### config.mk
export PLATFORM = sky130hd
export DESIGN_NAME = fuzzy_pd_controller_5x5
export DESIGN_NICKNAME = d
export VERILOG_FILES = /design/src/fpc_pkg.sv /design/src/fpc_front.sv /design/src/fpc_queue.sv /design/src/fpc_rules.sv /design/src/fpc_div.sv /design/src/fuzzy_pd_controller_5x5.sv
export SDC_FILE = /design/constraint.sdc
export NUM_CORES = 2
export LEC_CHECK = 0
export BUFFER_PORTS_ARGS = -buffer_cell sky130_fd_sc_hd__buf_2
export CORE_MARGIN = 8
export CORE_UTILIZATION = 50
export DETAILED_ROUTE_END_ITERATION = 6
export MAX_ROUTING_LAYER = met4
export PLACE_DENSITY = 0.65
export SLEW_MARGIN = 15
export SYNTH_ARGS = -nofsm -noshare
export SYNTH_HDL_FRONTEND = slang
export SYNTH_SLANG_ARGS = --single-unit
### constraint.sdc
create_clock -name clk_i -period 16.9 [get_ports clk_i]
set_clock_uncertainty 0.05 [all_clocks]
set_input_delay 1.69 -clock clk_i [delete_from_list [all_inputs] [get_ports clk_i]]
set_output_delay 1.69 -clock clk_i [all_outputs]
set_load 0.05 [all_outputs]
### src/fpc_pkg.sv
// ----------------------------------------------------------------------------
// fpc_pkg: shared constants for the 5x5 fuzzy PD controller
// Sample width, output limits, queue depth and the rule consequent table.
// ----------------------------------------------------------------------------
`default_nettype none

package fpc_pkg;

  localparam int FRAC_BITS_DEF = 14;
  localparam int DATA_W        = 16;
  localparam int NUM_SETS      = 5;
  localparam int QUEUE_DEPTH   = 2;

  localparam logic signed [DATA_W-1:0] DATA_MAX = 16'sh7fff;
  localparam logic signed [DATA_W-1:0] DATA_MIN = 16'sh8000;

  // consequent center in half units (-2 = NB .. +2 = PB), [e set][de set]
  localparam int RULE_OFS [NUM_SETS][NUM_SETS] = '{
    '{-2, -2, -1, -1,  0},
    '{-2, -1, -1,  0,  1},
    '{-1, -1,  0,  1,  1},
    '{-1,  0,  1,  1,  2},
    '{ 0,  1,  1,  2,  2}
  };

endpackage

`default_nettype wire

### src/fpc_front.sv
// ----------------------------------------------------------------------------
// fpc_front: request intake and fuzzifier
// Takes a request when the queue has room and grades both samples against
// the five sets NB..PB, triangular inside and shouldered at NB and PB.
// ----------------------------------------------------------------------------
`default_nettype none

module fpc_front import fpc_pkg::*; #(
  parameter int FRAC_BITS = FRAC_BITS_DEF
) (
  input  logic                                          start_i,
  input  logic                                          q_full_i,
  input  logic signed [DATA_W-1:0]                      error_sample_i,
  input  logic signed [DATA_W-1:0]                      error_change_i,
  output logic                                          push_o,
  output logic [1:0][NUM_SETS-1:0][FRAC_BITS:0]         grades_o
);

  localparam int GW     = FRAC_BITS + 1;
  localparam int XW     = (FRAC_BITS + 3 > 18) ? FRAC_BITS + 3 : 18;
  localparam int HALF_I = 2 ** (FRAC_BITS - 1);

  function automatic logic [GW-1:0] grade(input logic signed [DATA_W-1:0] x, input int k);
    logic signed [XW-1:0] xe;
    logic signed [XW-1:0] c;
    logic signed [XW-1:0] d;
    logic [XW-1:0]        ad;
    logic [XW-1:0]        diff;
    xe   = XW'(x);
    c    = XW'((k - 2) * HALF_I);
    d    = xe - c;
    ad   = d[XW-1] ? $unsigned(-d) : $unsigned(d);
    diff = $unsigned(XW'(HALF_I)) - ad;
    if (k == 0 && xe <= c) begin
      return GW'(1) << FRAC_BITS;
    end else if (k == NUM_SETS - 1 && xe >= c) begin
      return GW'(1) << FRAC_BITS;
    end else if (ad >= $unsigned(XW'(HALF_I))) begin
      return '0;
    end else begin
      return {diff[FRAC_BITS-1:0], 1'b0};
    end
  endfunction

  assign push_o = start_i && !q_full_i;

  for (genvar k = 0; k < NUM_SETS; k++) begin : g_sets
    assign grades_o[0][k] = grade(error_sample_i, k);
    assign grades_o[1][k] = grade(error_change_i, k);
  end

endmodule

`default_nettype wire

### src/fpc_queue.sv
// ----------------------------------------------------------------------------
// fpc_queue: short fifo between front and back
// Holds graded requests between the fuzzifier and the rule datapath.
// ----------------------------------------------------------------------------
`default_nettype none

module fpc_queue import fpc_pkg::*; #(
  parameter int WIDTH = 2 * NUM_SETS * (FRAC_BITS_DEF + 1)
) (
  input  logic             clk_i,
  input  logic             rst_ni,
  input  logic             push_i,
  input  logic [WIDTH-1:0] data_i,
  input  logic             pop_i,
  output logic             valid_o,
  output logic [WIDTH-1:0] data_o,
  output logic             full_o
);

  localparam int PW = (QUEUE_DEPTH > 1) ? $clog2(QUEUE_DEPTH) : 1;
  localparam int CW = $clog2(QUEUE_DEPTH + 1);

  logic [WIDTH-1:0] mem_q [QUEUE_DEPTH];
  logic [PW-1:0]    wr_ptr_q, wr_ptr_d;
  logic [PW-1:0]    rd_ptr_q, rd_ptr_d;
  logic [CW-1:0]    cnt_q, cnt_d;
  logic             do_push, do_pop;

  assign valid_o = (cnt_q != '0);
  assign full_o  = (cnt_q == CW'(QUEUE_DEPTH));
  assign data_o  = mem_q[rd_ptr_q];
  assign do_push = push_i && !full_o;
  assign do_pop  = pop_i && valid_o;

  always_comb begin
    wr_ptr_d = wr_ptr_q;
    rd_ptr_d = rd_ptr_q;
    cnt_d    = cnt_q;
    if (do_push) begin
      wr_ptr_d = (wr_ptr_q == PW'(QUEUE_DEPTH - 1)) ? '0 : wr_ptr_q + PW'(1);
    end
    if (do_pop) begin
      rd_ptr_d = (rd_ptr_q == PW'(QUEUE_DEPTH - 1)) ? '0 : rd_ptr_q + PW'(1);
    end
    if (do_push && !do_pop) begin
      cnt_d = cnt_q + CW'(1);
    end else if (do_pop && !do_push) begin
      cnt_d = cnt_q - CW'(1);
    end
  end

  always_ff @(posedge clk_i or negedge rst_ni) begin
    if (!rst_ni) begin
      wr_ptr_q <= '0;
      rd_ptr_q <= '0;
      cnt_q    <= '0;
    end else begin
      wr_ptr_q <= wr_ptr_d;
      rd_ptr_q <= rd_ptr_d;
      cnt_q    <= cnt_d;
    end
  end

  always_ff @(posedge clk_i) begin
    if (do_push) begin
      mem_q[wr_ptr_q] <= data_i;
    end
  end

endmodule

`default_nettype wire

### src/fpc_rules.sv
// ----------------------------------------------------------------------------
// fpc_rules: rule firing and aggregation
// Min of grade pairs for all 25 rules, per-consequent sums, then the
// weighted center sum and the total weight, over three stages.
// ----------------------------------------------------------------------------
`default_nettype none

module fpc_rules import fpc_pkg::*; #(
  parameter int FRAC_BITS = FRAC_BITS_DEF
) (
  input  logic                                  clk_i,
  input  logic                                  rst_ni,
  input  logic                                  valid_i,
  input  logic [1:0][NUM_SETS-1:0][FRAC_BITS:0] grades_i,
  output logic                                  valid_o,
  output logic signed [FRAC_BITS+6:0]           sum_o,
  output logic [FRAC_BITS+4:0]                  den_o
);

  localparam int GW  = FRAC_BITS + 1;
  localparam int GSW = FRAC_BITS + 5;
  localparam int SW  = FRAC_BITS + 7;

  logic [NUM_SETS-1:0][NUM_SETS-1:0][GW-1:0] w_q, w_d;
  logic [NUM_SETS-1:0][GSW-1:0]              grp_q, grp_d;
  logic signed [SW-1:0]                      sum_q, sum_d;
  logic [GSW-1:0]                            den_q, den_d;
  logic                                      v1_q, v2_q, v3_q;

  // rule strength
  always_comb begin
    for (int i = 0; i < NUM_SETS; i++) begin
      for (int j = 0; j < NUM_SETS; j++) begin
        w_d[i][j] = (grades_i[0][i] < grades_i[1][j]) ? grades_i[0][i] : grades_i[1][j];
      end
    end
  end

  // weight per consequent set
  always_comb begin
    for (int o = 0; o < NUM_SETS; o++) begin
      grp_d[o] = '0;
      for (int i = 0; i < NUM_SETS; i++) begin
        for (int j = 0; j < NUM_SETS; j++) begin
          if (RULE_OFS[i][j] == o - 2) begin
            grp_d[o] = grp_d[o] + GSW'(w_q[i][j]);
          end
        end
      end
    end
  end

  always_comb begin
    den_d = grp_q[0] + grp_q[1] + grp_q[2] + grp_q[3] + grp_q[4];
    sum_d = ((SW'(grp_q[4]) - SW'(grp_q[0])) << 1) + SW'(grp_q[3]) - SW'(grp_q[1]);
  end

  always_ff @(posedge clk_i or negedge rst_ni) begin
    if (!rst_ni) begin
      v1_q <= 1'b0;
      v2_q <= 1'b0;
      v3_q <= 1'b0;
    end else begin
      v1_q <= valid_i;
      v2_q <= v1_q;
      v3_q <= v2_q;
    end
  end

  always_ff @(posedge clk_i) begin
    w_q   <= w_d;
    grp_q <= grp_d;
    sum_q <= sum_d;
    den_q <= den_d;
  end

  assign valid_o = v3_q;
  assign sum_o   = sum_q;
  assign den_o   = den_q;

endmodule

`default_nettype wire

### src/fpc_div.sv
// ----------------------------------------------------------------------------
// fpc_div: center-of-gravity divider
// Pipelined restoring divider, one quotient bit per stage, rounding to
// nearest with ties away from zero, then sign and 16-bit saturation.
// ----------------------------------------------------------------------------
`default_nettype none

module fpc_div import fpc_pkg::*; #(
  parameter int FRAC_BITS = FRAC_BITS_DEF
) (
  input  logic                        clk_i,
  input  logic                        rst_ni,
  input  logic                        valid_i,
  input  logic signed [FRAC_BITS+6:0] sum_i,
  input  logic [FRAC_BITS+4:0]        den_i,
  output logic                        done_o,
  output logic signed [DATA_W-1:0]    value_o
);

  localparam int SW = FRAC_BITS + 7;
  localparam int DW = FRAC_BITS + 5;
  localparam int MW = 2 * FRAC_BITS + 6;
  localparam int QW = FRAC_BITS + 2;
  localparam int RW = (QW + 1 > DATA_W + 1) ? QW + 1 : DATA_W + 1;

  localparam logic signed [RW-1:0] SAT_MAX = RW'(DATA_MAX);
  localparam logic signed [RW-1:0] SAT_MIN = RW'(DATA_MIN);

  logic [SW-1:0]        mag;
  logic [MW-1:0]        n_d;
  logic [MW-1:0]        rem_q [QW+1];
  logic [QW-1:0]        quo_q [QW+1];
  logic [DW-1:0]        den_q [QW+1];
  logic                 neg_q [QW+1];
  logic                 zro_q [QW+1];
  logic                 vld_q [QW+1];
  logic [MW-1:0]        trial [QW];
  logic                 fits  [QW];
  logic signed [RW-1:0] res;
  logic signed [DATA_W-1:0] value_d, value_q;
  logic                 done_q;

  always_comb begin
    mag = sum_i[SW-1] ? $unsigned(-sum_i) : $unsigned(sum_i);
    n_d = (MW'(mag) << (FRAC_BITS - 1)) + MW'(den_i >> 1);
  end

  always_comb begin
    for (int s = 0; s < QW; s++) begin
      trial[s] = MW'(den_q[s]) << (QW - 1 - s);
      fits[s]  = (rem_q[s] >= trial[s]);
    end
  end

  always_comb begin
    res = neg_q[QW] ? -$signed(RW'(quo_q[QW])) : $signed(RW'(quo_q[QW]));
    if (zro_q[QW]) begin
      value_d = '0;
    end else if (res > SAT_MAX) begin
      value_d = DATA_MAX;
    end else if (res < SAT_MIN) begin
      value_d = DATA_MIN;
    end else begin
      value_d = res[DATA_W-1:0];
    end
  end

  always_ff @(posedge clk_i or negedge rst_ni) begin
    if (!rst_ni) begin
      for (int s = 0; s <= QW; s++) begin
        vld_q[s] <= 1'b0;
      end
      done_q <= 1'b0;
    end else begin
      vld_q[0] <= valid_i;
      for (int s = 0; s < QW; s++) begin
        vld_q[s+1] <= vld_q[s];
      end
      done_q <= vld_q[QW];
    end
  end

  always_ff @(posedge clk_i) begin
    rem_q[0] <= n_d;
    quo_q[0] <= '0;
    den_q[0] <= den_i;
    neg_q[0] <= sum_i[SW-1];
    zro_q[0] <= (den_i == '0);
    for (int s = 0; s < QW; s++) begin
      rem_q[s+1] <= fits[s] ? rem_q[s] - trial[s] : rem_q[s];
      quo_q[s+1] <= {quo_q[s][QW-2:0], fits[s]};
      den_q[s+1] <= den_q[s];
      neg_q[s+1] <= neg_q[s];
      zro_q[s+1] <= zro_q[s];
    end
    value_q <= value_d;
  end

  assign done_o  = done_q;
  assign value_o = value_q;

endmodule

`default_nettype wire

### src/fuzzy_pd_controller_5x5.sv
// ----------------------------------------------------------------------------
// fuzzy_pd_controller_5x5: two-input Mamdani fuzzy controller, 25 rules
// Throughput: one request per clock while busy_o is low, which is every clock.
// Path: the queue, the rule stages, then the bit-per-stage divider and its
// output register; done_o rises with the result on drive_value_o, and most
// of the depth is in the divider. busy_o stays low since the back never stalls.
// Reset clears queue and pipeline valids; no requests are lost mid-flight after it.
// ----------------------------------------------------------------------------
`default_nettype none

module fuzzy_pd_controller_5x5 import fpc_pkg::*; #(
  parameter int FRAC_BITS = FRAC_BITS_DEF
) (
  input  logic                     clk_i,
  input  logic                     rst_ni,
  input  logic                     start_i,
  output logic                     busy_o,
  input  logic signed [DATA_W-1:0] error_sample_i,
  input  logic signed [DATA_W-1:0] error_change_i,
  output logic                     done_o,
  output logic signed [DATA_W-1:0] drive_value_o
);

  localparam int QWIDTH = 2 * NUM_SETS * (FRAC_BITS + 1);

  logic                                  push;
  logic                                  q_full;
  logic                                  q_valid;
  logic [1:0][NUM_SETS-1:0][FRAC_BITS:0] grades_in;
  logic [1:0][NUM_SETS-1:0][FRAC_BITS:0] grades_out;
  logic                                  agg_valid;
  logic signed [FRAC_BITS+6:0]           agg_sum;
  logic [FRAC_BITS+4:0]                  agg_den;

  fpc_front #(.FRAC_BITS(FRAC_BITS)) u_front (
    .start_i        (start_i),
    .q_full_i       (q_full),
    .error_sample_i (error_sample_i),
    .error_change_i (error_change_i),
    .push_o         (push),
    .grades_o       (grades_in)
  );

  fpc_queue #(.WIDTH(QWIDTH)) u_queue (
    .clk_i   (clk_i),
    .rst_ni  (rst_ni),
    .push_i  (push),
    .data_i  (grades_in),
    .pop_i   (q_valid),
    .valid_o (q_valid),
    .data_o  (grades_out),
    .full_o  (q_full)
  );

  fpc_rules #(.FRAC_BITS(FRAC_BITS)) u_rules (
    .clk_i    (clk_i),
    .rst_ni   (rst_ni),
    .valid_i  (q_valid),
    .grades_i (grades_out),
    .valid_o  (agg_valid),
    .sum_o    (agg_sum),
    .den_o    (agg_den)
  );

  fpc_div #(.FRAC_BITS(FRAC_BITS)) u_div (
    .clk_i   (clk_i),
    .rst_ni  (rst_ni),
    .valid_i (agg_valid),
    .sum_i   (agg_sum),
    .den_i   (agg_den),
    .done_o  (done_o),
    .value_o (drive_value_o)
  );

  assign busy_o = q_full;

endmodule

`default_nettype wire

==> flow_summary.toml <==
[worst_setup_path]
end_kind = "flip-flop"
cp.arrival_ns = 6.71
cp-start-kind = "flip-flop"
required_ns = 17.46
path_buf_inv = 3
timing.critical_path.from = "u_queue.rd_ptr_q"
crit_fanout = 46
crit_slowest_cell = "mux2i_1"
cpPeakStageDelay_ns = 1.06
crit_family = "buffers and inverters"
crit_type = "flip-flop to flip-flop"
crit_chain = "buf_4 > buf_4 > mux2i_1 > inv_1 > ha_1 > a21o_1 > a21o_1 > a21oi_1 > o21ai_0 > a21oi_4 > mux2i_1"
r2r-start = "u_queue.rd_ptr_q"

[global_route]
grt_max_degree = 65
track_usage = 0.255
grt_overflow = 0
grt_first_pass_wirelength_um = 376000
first_global_vias = 65200
antenna_found_initial = 6

[die]
dieArea_um2 = 191000
fp.dieH_um = 437
fp.dieW_um = 437
coreArea_um2 = 176000
num_rows = 154
initial_core_util = 0.503
ioPinCount = 53

[clock_network]
path_clk_slew_ns = 0.07
post-cts-setup-buffers = 0
cts_hold_buf = 0
post_cts_resized = 0
clkLatencyLatePin_ns = 0.82
htreeDepth = 4
cts_tree = "built"
cts_sinks = 1648
cts.path.max_buffers = 3
cts_made_buffers = 173
cts_root_buffer = "clkbuf_16"

[layout]
syn2layout_area_growth_pct = 11.2
nets = 10200
layout-drive-gt1-share = 0.0814
finish.utilization = 0.559
fin_area_um2 = 98500

[timing]
setup_viol = 0
max_freq_ghz = 0.163
rsz0062_at_grt = "false"
fin_crit_sh = 0.364
finalMaxSlewViolations = 0
fin_crit_ns = 6.15
finalHoldViolCount = 0
slew-limit-headroom = 0.113
fin_tns_setup_ns = 0
worst_pin_slew_ns = 1.29

[worst_hold_path]
hold_path_class = "flip-flop to flip-flop"
min_from = "u_div.quo_q[0][147]"

[logic_synthesis]
synth_area_leaders = "dfxtp_1, ha_1, edfxtp_1, mux2i_1, fa_1"
syn-instance-count = 8990
async_flop_share = 0.0152
synth_nets = 10100
ys_types = 113
syn_avg_cell_area_um2 = 9.86
syn_area_um2 = 88600
synth_edf_count = 280
ys.flop_type = "dfxtp_1"
ys_seq_area_frac = 0.405
synth_top_area_cell = "dfxtp_1"
yosys_warnings = 0
ys_ff_latch = 1648
netlist.area_leader.share = 0.303

[detailed_routing]
drt_iter0_markers = 4982
wire_per_inst_um = 21.2
drt_wl_total_um = 246000
ant_nets = 0
vias = 65800
drt_first_pass_iters = 6
drc = 0
via_per_inst = 5.67

[placed_design]
finalWeightedCongestion = 0.959
port_buffers = 52
dp_hpwl_um = 187000
placed_area_um2 = 92300

[flow_run]
max_cap_violations = 0

[outcome]
status = "complete, no violations"
==> path summary, 6_finish.rpt <==
path / to / slack [ns] / cells after the start
worst min register to register: u_div.quo_q[0][164] / 0.27 / 0
worst max-delay path: u_rules.w_q[296] / 10.75 / 11
max in group asynchronous: u_queue.rd_ptr_q / 15.57 / 1
worst max register to register: u_rules.w_q[296] / 10.75 / 11
worst min-delay path: u_div.quo_q[0][164] / 0.27 / 0
min in group asynchronous: u_div.vld_q[5] / 0.80 / 1
==> state kept, by name, summed over array words and instances, names as in the netlist <==
| signal | cells |
|---|---|
| u_queue.mem_q | 280 |
| u_rules.valid_o | 1 |
| u_div.neg_q | 17 |
| u_div.done_o | 1 |
| u_div.zro_q | 17 |
| u_div.den_q | 142 |
| u_rules.v1_q | 1 |
| u_rules.sum_o | 20 |
| u_queue.rd_ptr_q | 1 |
| u_queue.cnt_q | 2 |
| u_rules.w_q | 350 |
| u_div.quo_q | 136 |
| u_rules.grp_q | 83 |
| u_queue.wr_ptr_q | 1 |
| u_rules.den_o | 18 |
| u_div.vld_q | 17 |
| u_div.value_o | 16 |
| u_rules.v2_q | 1 |
| u_div.rem_q | 544 |
==> through the flow <==
| step | hold WS (ns) | std cells | setup WS, ns |
|---|---|---|---|
| after global routing | 0.264 | 11600 | 10.62 |
| after CTS | 0.275 | 11600 | 10.96 |
| final | 0.267 | 11600 | 10.75 |
| after detailed placement | 0.262 | 11300 | 10.98 |
| after global placement | 0.260 | 11300 | 10.98 |
| after floorplan | 0.260 | 8990 | 8.62 |
==> placed cells by master (no fill, tap or decap), types with 86 or more instances in the layout <==
master	netlist	final
fa_1	214	214
mux2i_1	438	364
clkbuf_16	0	176
edfxtp_1	280	280
nand2_1	483	483
nand3_1	120	120
o21ai_0	453	453
nor2_1	732	729
buf_4	8	119
nor2b_1	96	96
dfxtp_1	1343	1343
a21oi_1	624	608
nor3_1	144	143
inv_1	783	783
xor2_1	270	270
xnor2_1	463	463
a21o_1	218	218
nand2b_1	104	104
nand4_1	86	86
ha_1	863	863
==> cells in the mapped netlist, drive strengths merged, types with 20 or more instances <==
master  count
buf        89
and2       38
a211oi     53
mux2i     438
o211ai     36
nor2b      96
a31oi      57
o21a       81
nand2     485
mux2       70
nand4      86
or3        69
nor3      148
a21o      218
or4        23
or2        39
fa        214
nor2      735
o31ai      36
and3       37
edfxtp    280
nand3     121
a211o      22
a21oi     626
o21ai     482
clkbuf    130
o41ai      20
xnor2     463
nor4       73
dfxtp    1343
ha        863
xor2      270
dfrtp      25
nand2b    104
o21bai     47
inv       784
==> cell type report <==
cell class,instances,area (um^2)
sequential,1648,35900
clock buffer,223,4780
tap,2340,2930
timing repair buffer,171,1150
clock inverter,100,1440
fill,15500,77600
antenna,1,2.50
multi-input combinational,6336,49300
inverter,787,2950
==> cell families (layout without fill, tap and decap cells) <==
family / after synthesis / count (layout) / synth area share
compound gates: 1891 / 1891 / 0.134
buf+inv: 1006 / 1281 / 0.0440
other cells: 0 / 1 / 0
xor+xnor: 733 / 733 / 0.0725
fa+ha+maj: 1077 / 1077 / 0.170
flops: 1648 / 1648 / 0.405
mux: 508 / 508 / 0.0584
simple gates: 2127 / 2127 / 0.116
==> worst register-to-register path, delay by kind of cell (launching register included) <==
| kind | cells | cell delay (ns) |
|---|---|---|
| adders and majority gates | 1 | 0.36 |
| DFF | 1 | 0.51 |
| buffers and inverters | 3 | 1.89 |
| AOI/OAI and AO/OA | 5 | 1.69 |
| muxes | 2 | 1.46 |
==> routing by layer <==
| layer | share of wire | wire [um] | GRT usage | vias to the layer above |
|---|---|---|---|---|
| met2 | 0.47 | 117000 | 0.424 | 1886 |
| li1 | - | - | - | 31600 |
| met4 | 0.045 | 11100 | 0.103 | 0 |
| met3 | 0.056 | 13700 | 0.0385 | 570 |
| met1 | 0.42 | 104000 | 0.312 | 31700 |
| met5 | 0 | 0 | - | - |
Power is not shown: default switching activity piles up to over one toggle a cycle in this logic, so the estimate is an artifact.
